===== src/rtl/dra_pkg.sv =====
`default_nettype none

package dra_pkg;

   localparam int CoordWidth  = 12;
   localparam int SizeWidth   = 13;
   localparam int RectWidth   = 16;
   localparam int SpanWidth   = RectWidth + 2;
   localparam logic [SizeWidth-1:0] MaxScreen = 13'd4096;

   localparam logic [SizeWidth-1:0] ResetScreenWidth  = 13'd320;
   localparam logic [SizeWidth-1:0] ResetScreenHeight = 13'd240;

   typedef enum logic {
      CSR_SCREEN_WIDTH  = 1'b0,
      CSR_SCREEN_HEIGHT = 1'b1
   } csr_index_type;

   typedef enum logic {
      ACT_MARK = 1'b0,
      ACT_TAKE = 1'b1
   } action_type;

   // One classified item as it passes from the front to the back.
   typedef struct packed {
      action_type            action;
      logic                  valid;
      logic [CoordWidth-1:0] x1;
      logic [CoordWidth-1:0] x2;
      logic [CoordWidth-1:0] y1;
      logic [CoordWidth-1:0] y2;
   } dec_type;

   // Status of the queue between the front and the back.
   typedef struct packed {
      logic empty;
   } dec_ctrl_type;

   typedef struct packed {
      logic                  box_valid;
      logic [CoordWidth-1:0] box_x;
      logic [CoordWidth-1:0] box_y;
      logic [SizeWidth-1:0]  box_width;
      logic [SizeWidth-1:0]  box_height;
   } rsp_type;

   function automatic logic [SizeWidth-1:0] eff_size(input logic [SizeWidth-1:0] reg_value);
      eff_size = (reg_value > MaxScreen) ? MaxScreen : reg_value;
   endfunction

endpackage

`default_nettype wire


===== src/rtl/dirty_region_accumulator.sv =====
// Channel   Direction  Handshake            Payload
// req       in         req_push / req_full  action, rect_x, rect_y, rect_width, rect_height
// rsp       out        rsp_pop / rsp_empty  box_valid, box_x, box_y, box_width, box_height
// csr       in         csr_wr_en            csr_index, csr_wr_data
//
// One item is taken every cycle while req_full is low; it waits in the front queue until the back
// moves its result into the result queue, from which it can be taken.
// The front clips each rectangle as it is pushed, and the back merges it into the held box
// as it is popped; a two-item queue sits between them and another holds the results.
// Reset is synchronous and clears the box and both queues; the screen size returns to 320x240.
// A stalled result side fills both queues, after which req_full rises.
`default_nettype none

module dirty_region_accumulator (
   input  wire logic                                 clock,
   input  wire logic                                 reset,
   input  wire logic                                 req_push,
   output logic                                      req_full,
   input  wire logic                                 req_action,
   input  wire logic signed [dra_pkg::RectWidth-1:0] req_rect_x,
   input  wire logic signed [dra_pkg::RectWidth-1:0] req_rect_y,
   input  wire logic signed [dra_pkg::RectWidth-1:0] req_rect_width,
   input  wire logic signed [dra_pkg::RectWidth-1:0] req_rect_height,
   output logic                                      rsp_empty,
   input  wire logic                                 rsp_pop,
   output logic                                      rsp_box_valid,
   output logic [dra_pkg::CoordWidth-1:0]            rsp_box_x,
   output logic [dra_pkg::CoordWidth-1:0]            rsp_box_y,
   output logic [dra_pkg::SizeWidth-1:0]             rsp_box_width,
   output logic [dra_pkg::SizeWidth-1:0]             rsp_box_height,
   input  wire logic                                 csr_wr_en,
   input  wire logic                                 csr_index,
   input  wire logic [dra_pkg::SizeWidth-1:0]        csr_wr_data
);

   logic [dra_pkg::SizeWidth-1:0] screen_width_ff, screen_width_in;
   logic [dra_pkg::SizeWidth-1:0] screen_height_ff, screen_height_in;
   logic [dra_pkg::SizeWidth-1:0] screen_w, screen_h;

   dra_pkg::dec_ctrl_type dec_status;
   dra_pkg::dec_type      dec_entry;
   logic                  dec_pop;

   always_comb begin
      screen_width_in  = screen_width_ff;
      screen_height_in = screen_height_ff;
      if (csr_wr_en) begin
         unique case (dra_pkg::csr_index_type'(csr_index))
            dra_pkg::CSR_SCREEN_WIDTH:  screen_width_in  = csr_wr_data;
            dra_pkg::CSR_SCREEN_HEIGHT: screen_height_in = csr_wr_data;
            default:                    screen_width_in  = screen_width_ff;
         endcase
      end
   end

   always_ff @(posedge clock) begin
      if (reset) begin
         screen_width_ff  <= dra_pkg::ResetScreenWidth;
         screen_height_ff <= dra_pkg::ResetScreenHeight;
      end else begin
         screen_width_ff  <= screen_width_in;
         screen_height_ff <= screen_height_in;
      end
   end

   assign screen_w = dra_pkg::eff_size(screen_width_ff);
   assign screen_h = dra_pkg::eff_size(screen_height_ff);

   dra_front u_front (
      .clock           (clock),
      .reset           (reset),
      .req_push        (req_push),
      .req_full        (req_full),
      .req_action      (req_action),
      .req_rect_x      (req_rect_x),
      .req_rect_y      (req_rect_y),
      .req_rect_width  (req_rect_width),
      .req_rect_height (req_rect_height),
      .screen_w        (screen_w),
      .screen_h        (screen_h),
      .dec_pop         (dec_pop),
      .dec_status      (dec_status),
      .dec_entry       (dec_entry)
   );

   dra_back u_back (
      .clock          (clock),
      .reset          (reset),
      .dec_status     (dec_status),
      .dec_entry      (dec_entry),
      .dec_pop        (dec_pop),
      .screen_w       (screen_w),
      .screen_h       (screen_h),
      .rsp_empty      (rsp_empty),
      .rsp_pop        (rsp_pop),
      .rsp_box_valid  (rsp_box_valid),
      .rsp_box_x      (rsp_box_x),
      .rsp_box_y      (rsp_box_y),
      .rsp_box_width  (rsp_box_width),
      .rsp_box_height (rsp_box_height)
   );

endmodule

`default_nettype wire


===== src/rtl/dra_front.sv =====
`default_nettype none

module dra_front (
   input  wire logic                              clock,
   input  wire logic                              reset,
   input  wire logic                              req_push,
   output logic                                   req_full,
   input  wire logic                              req_action,
   input  wire logic signed [dra_pkg::RectWidth-1:0] req_rect_x,
   input  wire logic signed [dra_pkg::RectWidth-1:0] req_rect_y,
   input  wire logic signed [dra_pkg::RectWidth-1:0] req_rect_width,
   input  wire logic signed [dra_pkg::RectWidth-1:0] req_rect_height,
   input  wire logic [dra_pkg::SizeWidth-1:0]     screen_w,
   input  wire logic [dra_pkg::SizeWidth-1:0]     screen_h,
   input  wire logic                              dec_pop,
   output dra_pkg::dec_ctrl_type                  dec_status,
   output dra_pkg::dec_type                       dec_entry
);

   dra_pkg::dec_type entry_ff [2];
   logic             wr_ptr_ff, wr_ptr_in;
   logic             rd_ptr_ff, rd_ptr_in;
   logic [1:0]       count_ff, count_in;

   dra_pkg::dec_type new_entry;
   logic             x_ok, y_ok;
   logic [dra_pkg::CoordWidth-1:0] x1, x2, y1, y2;
   logic             do_push, do_pop;

   // Clips one span [lo, lo+len-1] to [0, lim-1].
   function automatic logic clip_span(
      input  logic signed [dra_pkg::RectWidth-1:0] lo,
      input  logic signed [dra_pkg::RectWidth-1:0] len,
      input  logic [dra_pkg::SizeWidth-1:0]        lim,
      output logic [dra_pkg::CoordWidth-1:0]       a,
      output logic [dra_pkg::CoordWidth-1:0]       b
   );
      logic signed [dra_pkg::SpanWidth-1:0] lo_s;
      logic signed [dra_pkg::SpanWidth-1:0] hi_s;
      logic signed [dra_pkg::SpanWidth-1:0] lim_s;
      logic [dra_pkg::SizeWidth-1:0]        lim_m1;
      lo_s   = dra_pkg::SpanWidth'(lo);
      hi_s   = lo_s + dra_pkg::SpanWidth'(len) - dra_pkg::SpanWidth'(1);
      lim_s  = dra_pkg::SpanWidth'(signed'({1'b0, lim}));
      lim_m1 = lim - dra_pkg::SizeWidth'(1);
      clip_span = (len > 0) && (lim != '0) && (hi_s >= 0) && (lo_s < lim_s);
      a = (lo_s < 0) ? '0 : lo_s[dra_pkg::CoordWidth-1:0];
      b = (hi_s >= lim_s) ? lim_m1[dra_pkg::CoordWidth-1:0] : hi_s[dra_pkg::CoordWidth-1:0];
   endfunction

   always_comb begin
      x_ok = clip_span(req_rect_x, req_rect_width, screen_w, x1, x2);
      y_ok = clip_span(req_rect_y, req_rect_height, screen_h, y1, y2);
      new_entry.action = dra_pkg::action_type'(req_action);
      new_entry.valid  = x_ok && y_ok;
      new_entry.x1     = x1;
      new_entry.x2     = x2;
      new_entry.y1     = y1;
      new_entry.y2     = y2;
   end

   assign req_full         = (count_ff == 2'd2);
   assign do_push          = req_push && !req_full;
   assign do_pop           = dec_pop && (count_ff != 2'd0);
   assign dec_status.empty = (count_ff == 2'd0);
   assign dec_entry        = entry_ff[rd_ptr_ff];

   always_comb begin
      wr_ptr_in = wr_ptr_ff ^ do_push;
      rd_ptr_in = rd_ptr_ff ^ do_pop;
      count_in  = count_ff + {1'b0, do_push} - {1'b0, do_pop};
   end

   always_ff @(posedge clock) begin
      if (reset) begin
         wr_ptr_ff <= 1'b0;
         rd_ptr_ff <= 1'b0;
         count_ff  <= 2'd0;
      end else begin
         wr_ptr_ff <= wr_ptr_in;
         rd_ptr_ff <= rd_ptr_in;
         count_ff  <= count_in;
      end
   end

   always_ff @(posedge clock) begin
      if (do_push) begin
         entry_ff[wr_ptr_ff] <= new_entry;
      end
   end

endmodule

`default_nettype wire


===== src/rtl/dra_back.sv =====
`default_nettype none

module dra_back (
   input  wire logic                          clock,
   input  wire logic                          reset,
   input  wire dra_pkg::dec_ctrl_type         dec_status,
   input  wire dra_pkg::dec_type              dec_entry,
   output logic                               dec_pop,
   input  wire logic [dra_pkg::SizeWidth-1:0] screen_w,
   input  wire logic [dra_pkg::SizeWidth-1:0] screen_h,
   output logic                               rsp_empty,
   input  wire logic                          rsp_pop,
   output logic                               rsp_box_valid,
   output logic [dra_pkg::CoordWidth-1:0]     rsp_box_x,
   output logic [dra_pkg::CoordWidth-1:0]     rsp_box_y,
   output logic [dra_pkg::SizeWidth-1:0]      rsp_box_width,
   output logic [dra_pkg::SizeWidth-1:0]      rsp_box_height
);

   localparam int CW = dra_pkg::CoordWidth;
   localparam int SW = dra_pkg::SizeWidth;

   // The box is held as inclusive edges; sizes are formed only for results.
   logic          held_ff, held_in;
   logic [CW-1:0] left_ff, left_in;
   logic [CW-1:0] right_ff, right_in;
   logic [CW-1:0] top_ff, top_in;
   logic [CW-1:0] bottom_ff, bottom_in;

   dra_pkg::rsp_type res_ff [2];
   logic             wr_ptr_ff, wr_ptr_in;
   logic             rd_ptr_ff, rd_ptr_in;
   logic [1:0]       count_ff, count_in;

   dra_pkg::rsp_type new_res;
   dra_pkg::rsp_type head;
   logic [CW-1:0]    ml, mr, mt, mb;
   logic             do_work, do_pop;

   assign do_work = !dec_status.empty && (count_ff != 2'd2);
   assign dec_pop = do_work;
   assign do_pop  = rsp_pop && (count_ff != 2'd0);

   always_comb begin
      ml = (held_ff && left_ff < dec_entry.x1) ? left_ff : dec_entry.x1;
      mt = (held_ff && top_ff < dec_entry.y1) ? top_ff : dec_entry.y1;
      mr = (held_ff && right_ff > dec_entry.x2) ? right_ff : dec_entry.x2;
      mb = (held_ff && bottom_ff > dec_entry.y2) ? bottom_ff : dec_entry.y2;

      held_in   = held_ff;
      left_in   = left_ff;
      right_in  = right_ff;
      top_in    = top_ff;
      bottom_in = bottom_ff;

      new_res.box_valid  = held_ff;
      new_res.box_x      = left_ff;
      new_res.box_y      = top_ff;
      new_res.box_width  = {1'b0, right_ff} - {1'b0, left_ff} + SW'(1);
      new_res.box_height = {1'b0, bottom_ff} - {1'b0, top_ff} + SW'(1);

      unique case (dec_entry.action)
         dra_pkg::ACT_TAKE: begin
            if (!held_ff) begin
               new_res.box_x      = '0;
               new_res.box_y      = '0;
               new_res.box_width  = screen_w;
               new_res.box_height = screen_h;
            end
            held_in   = 1'b0;
            left_in   = '0;
            right_in  = '0;
            top_in    = '0;
            bottom_in = '0;
         end
         dra_pkg::ACT_MARK: begin
            if (dec_entry.valid) begin
               held_in            = 1'b1;
               left_in            = ml;
               right_in           = mr;
               top_in             = mt;
               bottom_in          = mb;
               new_res.box_valid  = 1'b1;
               new_res.box_x      = ml;
               new_res.box_y      = mt;
               new_res.box_width  = {1'b0, mr} - {1'b0, ml} + SW'(1);
               new_res.box_height = {1'b0, mb} - {1'b0, mt} + SW'(1);
            end else begin
               // A rejected mark reports the box unchanged but not valid, or all zero if none.
               new_res.box_valid = 1'b0;
               if (!held_ff) begin
                  new_res.box_width  = '0;
                  new_res.box_height = '0;
               end
            end
         end
         default: begin
            held_in = held_ff;
         end
      endcase

      wr_ptr_in = wr_ptr_ff ^ do_work;
      rd_ptr_in = rd_ptr_ff ^ do_pop;
      count_in  = count_ff + {1'b0, do_work} - {1'b0, do_pop};
   end

   always_ff @(posedge clock) begin
      if (reset) begin
         held_ff   <= 1'b0;
         left_ff   <= '0;
         right_ff  <= '0;
         top_ff    <= '0;
         bottom_ff <= '0;
         wr_ptr_ff <= 1'b0;
         rd_ptr_ff <= 1'b0;
         count_ff  <= 2'd0;
      end else begin
         if (do_work) begin
            held_ff   <= held_in;
            left_ff   <= left_in;
            right_ff  <= right_in;
            top_ff    <= top_in;
            bottom_ff <= bottom_in;
         end
         wr_ptr_ff <= wr_ptr_in;
         rd_ptr_ff <= rd_ptr_in;
         count_ff  <= count_in;
      end
   end

   always_ff @(posedge clock) begin
      if (do_work) begin
         res_ff[wr_ptr_ff] <= new_res;
      end
   end

   assign head           = res_ff[rd_ptr_ff];
   assign rsp_empty      = (count_ff == 2'd0);
   assign rsp_box_valid  = head.box_valid;
   assign rsp_box_x      = head.box_x;
   assign rsp_box_y      = head.box_y;
   assign rsp_box_width  = head.box_width;
   assign rsp_box_height = head.box_height;

endmodule

`default_nettype wire


===== config.mk =====
export PLATFORM = sky130hd
export DESIGN_NAME = dirty_region_accumulator
export DESIGN_NICKNAME = d
export VERILOG_FILES = /design/src/rtl/dra_pkg.sv /design/src/rtl/dirty_region_accumulator.sv /design/src/rtl/dra_front.sv /design/src/rtl/dra_back.sv
export SDC_FILE = /design/constraint.sdc
export NUM_CORES = 1
export LEC_CHECK = 0
export ABC_AREA = 1
export ABC_CLOCK_PERIOD_IN_PS = 4700
export BUFFER_PORTS_ARGS = -buffer_cell sky130_fd_sc_hd__buf_2
export CAP_MARGIN = 20
export CELL_PAD_IN_SITES_DETAIL_PLACEMENT = 1
export CELL_PAD_IN_SITES_GLOBAL_PLACEMENT = 1
export CORE_MARGIN = 4
export CORE_UTILIZATION = 25
export DETAILED_ROUTE_END_ITERATION = 10
export PLACE_DENSITY_LB_ADDON = 0.1
export RECOVER_POWER = 100
export SKIP_LAST_GASP = 1
export SLEW_MARGIN = 20
export SYNTH_ARGS = -nofsm -noshare
export SYNTH_HDL_FRONTEND = slang
export SYNTH_SLANG_ARGS = --single-unit
export TNS_END_PERCENT = 1

===== constraint.sdc =====
create_clock -name clock -period 4.7 [get_ports clock]
set_input_delay 0.94 -clock clock [delete_from_list [all_inputs] [get_ports clock]]
set_output_delay 0.94 -clock clock [all_outputs]
set_load 0.005 [all_outputs]

==> results.toml <==
[clock_tree]
numCtsBuffers = 36
clk_latency_ns = 0.55
cts.path.max_buffers = 3
clock_sinks = 285
htree_num_levels = 2
root_buffer = "clkbuf_16"
path_clk_slew_ns = 0.06
cts_tree = "yes"
post_cts_buffers = 0
cts_hold_buf = 0

[global_routing]
grt_pass1_wl_mm = 110
grt_max_degree = 54
track_usage_pct = 16.6
grt_overflow_total = 0
grt_pass1_vias = 18100
antenna_found_initial = 2

[sta]
finalClockSkew_ns = 0.0275
tns_ns = 0
setup_viol = 0
worstMarginPinSlew_ns = 1.59
min_period_over_period_pct = 93.7
slew_violations = 90
finalHoldViolCount = 0
finalCriticalPeriod_ns = 4.41
fmax_mhz = 227
rsz0062_at_grt = "yes"
max_slew_margin_pct = -5.76

[job]
timing.max_cap.violations = 3

[routing]
initialDrtViolationCount = 886
drt-vias-per-instance = 4.67
drc = 0
antenna_left = 0
wire_per_inst_um = 19.2
totalWireLength_mm = 71.8
vias = 17500
first_pass_iters = 5

[logic_synthesis]
yosysSeqAreaShare_pct = 38.5
synth_ff_type = "edfxtp_1"
yosys-top-cells-count = "717 x nand2_1, 320 x inv_1, 258 x ha_1, 202 x edfxtp_1, 171 x a21oi_1"
synth.distinct_cells = 46
synth-edff-count = 202
ys_async_sr_fraction_pct = 0
netlist_area_um2 = 20100
yosys.area.top_type = "edfxtp_1"
yosys_warnings = 0
syn-num-nets = 2852
synth_area_leaders = "edfxtp_1 30%, ha_1 16%, nand2_1 13%"
avgSynthCellArea_um2 = 8.01
synthCells = 2504
netlist.area_leader.share_pct = 30.2
yosysMostFrequentCell = "nand2_1"
synth-seq-cells = 285

[floorplanning]
core_area_um2 = 79300
start_util_pct = 25.3
fp.dieW_um = 291
dieArea_um2 = 84900
row_count = 103
ios = 137
dieHeight_um = 291

[layout]
nNetsFinal = 3012
stdcell_area_um2 = 23300
final_util_pct = 29.4
area_growth_syn_to_layout_pct = 16.1
drive_gt1_share_pct = 7.43
fillers = 9579

[pwr]
p_leak_nw = 10.6
powerDensity_nw_per_um2 = 610
p_total_mw = 14.2
ir_drop_uv = 219

[status]
outcome = "complete, but fails checks"
violations = "capacitance limit, slew limit"

[setup_path]
path_common_cell = "ha_1"
crit_required_ns = 4.94
crit_chain = "buf_12 > buf_4 > mux2i_1 > ha_1 > a21oi_1 > o21ai_0 > a21oi_1 > buf_4 > nand4_1 > nand2_1 > inv_1 > ha_1 > inv_1 > ha_1 > fa_1 > nand3_1 > nand2_1 > clkbuf_4 > o21ai_0 > o221ai_1"
cp-start-kind = "register"
ff2ff_path_depth = 20
cp_max_fo = 15
critPathTopFamily = "adder cells"
path_class = "reg -> reg"
crit_buf_inv = 6
cp.depth = 20
cpPeakStageDelay_ns = 0.48
slowest_stage = "fa_1"
crit_path_end_kind = "register"
crit_arrival_ns = 4.64

[placed_design]
dpl_cell_area_um2 = 22200
hpwlAfterDp_mm = 57.7
gp_congestion = 0.855
portBuffers = 136

[hold_path]
hold_class = "reg -> reg"
hold_depth = 2
-- through the flow --
step	setup slack (ns)	hold slack (ns)	std cells
global placement	0.0205	0.455	3676
CTS	0.0893	0.470	3740
global route	-0.0361	0.500	3740
detailed placement	0.0306	0.460	3676
floorplan	0.506	0.444	2504
finish	0.295	0.468	3742
-- what timing repair did --
| action | CTS | global route |
|---|---|---|
| gates resized for setup | 0 | 10 |
| endpoints found under the setup margin | 0 | 26 |
| hold endpoints to repair | 0 | 0 |
-- path summary, 6_finish.rpt --
kind              slack, ns                  end              start
setup / recovery       0.29  u_back.res_ff[1][5]  u_front.rd_ptr_ff
hold / removal         0.47     u_back.top_ff[0]   u_back.top_ff[0]
setup reg to reg       0.29  u_back.res_ff[1][5]  u_front.rd_ptr_ff
hold reg to reg        0.47     u_back.top_ff[0]   u_back.top_ff[0]
-- placed cells by master (no fill, tap or decap), types with 39 or more instances in the layout --
cell      synthesis  final
a21oi_1         171    171
buf_2            25     82
buf_4             5     42
clkbuf_1         38     72
dfxtp_1          83     82
edfxtp_1        202    202
ha_1            258    258
inv_1           320    320
mux2i_1          43     39
nand2_1         717    717
nand3_1         138    137
nand4_1          48     48
nor2_1          155    155
o21ai_0          97     93
-- layout make-up --
type	instances	area [um^2]	area share [%]
diodes	2	5.00	0.0215
clock buffers	51	1020	4.37
clock inverters	13	150	0.644
inverters	327	1230	5.27
multi-input cells	1821	10800	46.4
flip-flops and latches	285	7730	33.2
well taps	1050	1310	5.64
repair buffers	193	1060	4.54
-- per-layer routing --
layer  up-vias  part of all wire [%]  track usage, %
li1       8748                     -               -
met1      8352                    51            24.6
met2       292                    43            25.6
met3        72                   4.3            2.33
met4         0                   1.9            3.47
met5         -                     0               0
-- worst reg2reg max path, cell delays in order (launching register included) --
cell      delay, ns
dfxtp_2        0.37
buf_12         0.18
buf_4          0.22
mux2i_1        0.28
ha_1           0.29
a21oi_1        0.15
o21ai_0        0.12
a21oi_1        0.19
buf_4          0.25
nand4_1        0.14
nand2_1        0.12
inv_1          0.05
ha_1           0.27
inv_1          0.04
ha_1           0.23
fa_1           0.48
nand3_1        0.11
nand2_1        0.08
clkbuf_4       0.15
o21ai_0        0.19
o221ai_1       0.22
-- cells by family after synthesis --
group / count (synthesis) / synth area share, %
AND/OR/NAND/NOR: 1093 / 22.3
buffers and inverters: 398 / 7.77
flip-flops: 285 / 38.5
adder cells (fa/ha/maj): 264 / 16.7
multiplexers: 43 / 2.14
XOR/XNOR: 46 / 2.01
AO/OA/AOI/OAI: 375 / 10.6
-- state kept, by name, summed over array words and instances, names as in the netlist --
register,flops
u_back.res_ff,102
u_front.entry_ff,100
screen_height_ff,13
screen_width_ff,13
u_back.bottom_ff,12
u_back.left_ff,12
u_back.right_ff,12
u_back.top_ff,12
u_back.count_ff,2
u_front.count_ff,2
u_back.held_ff,1
u_back.rd_ptr_ff,1
u_back.wr_ptr_ff,1
u_front.rd_ptr_ff,1
u_front.wr_ptr_ff,1
-- power by group --
part	internal [mW]	switching, mW
clock	1.68	1.11
sequential	3.60	0.240
combinational	2.62	4.98
total	7.90	6.32
(Power assumes the default switching activity.)
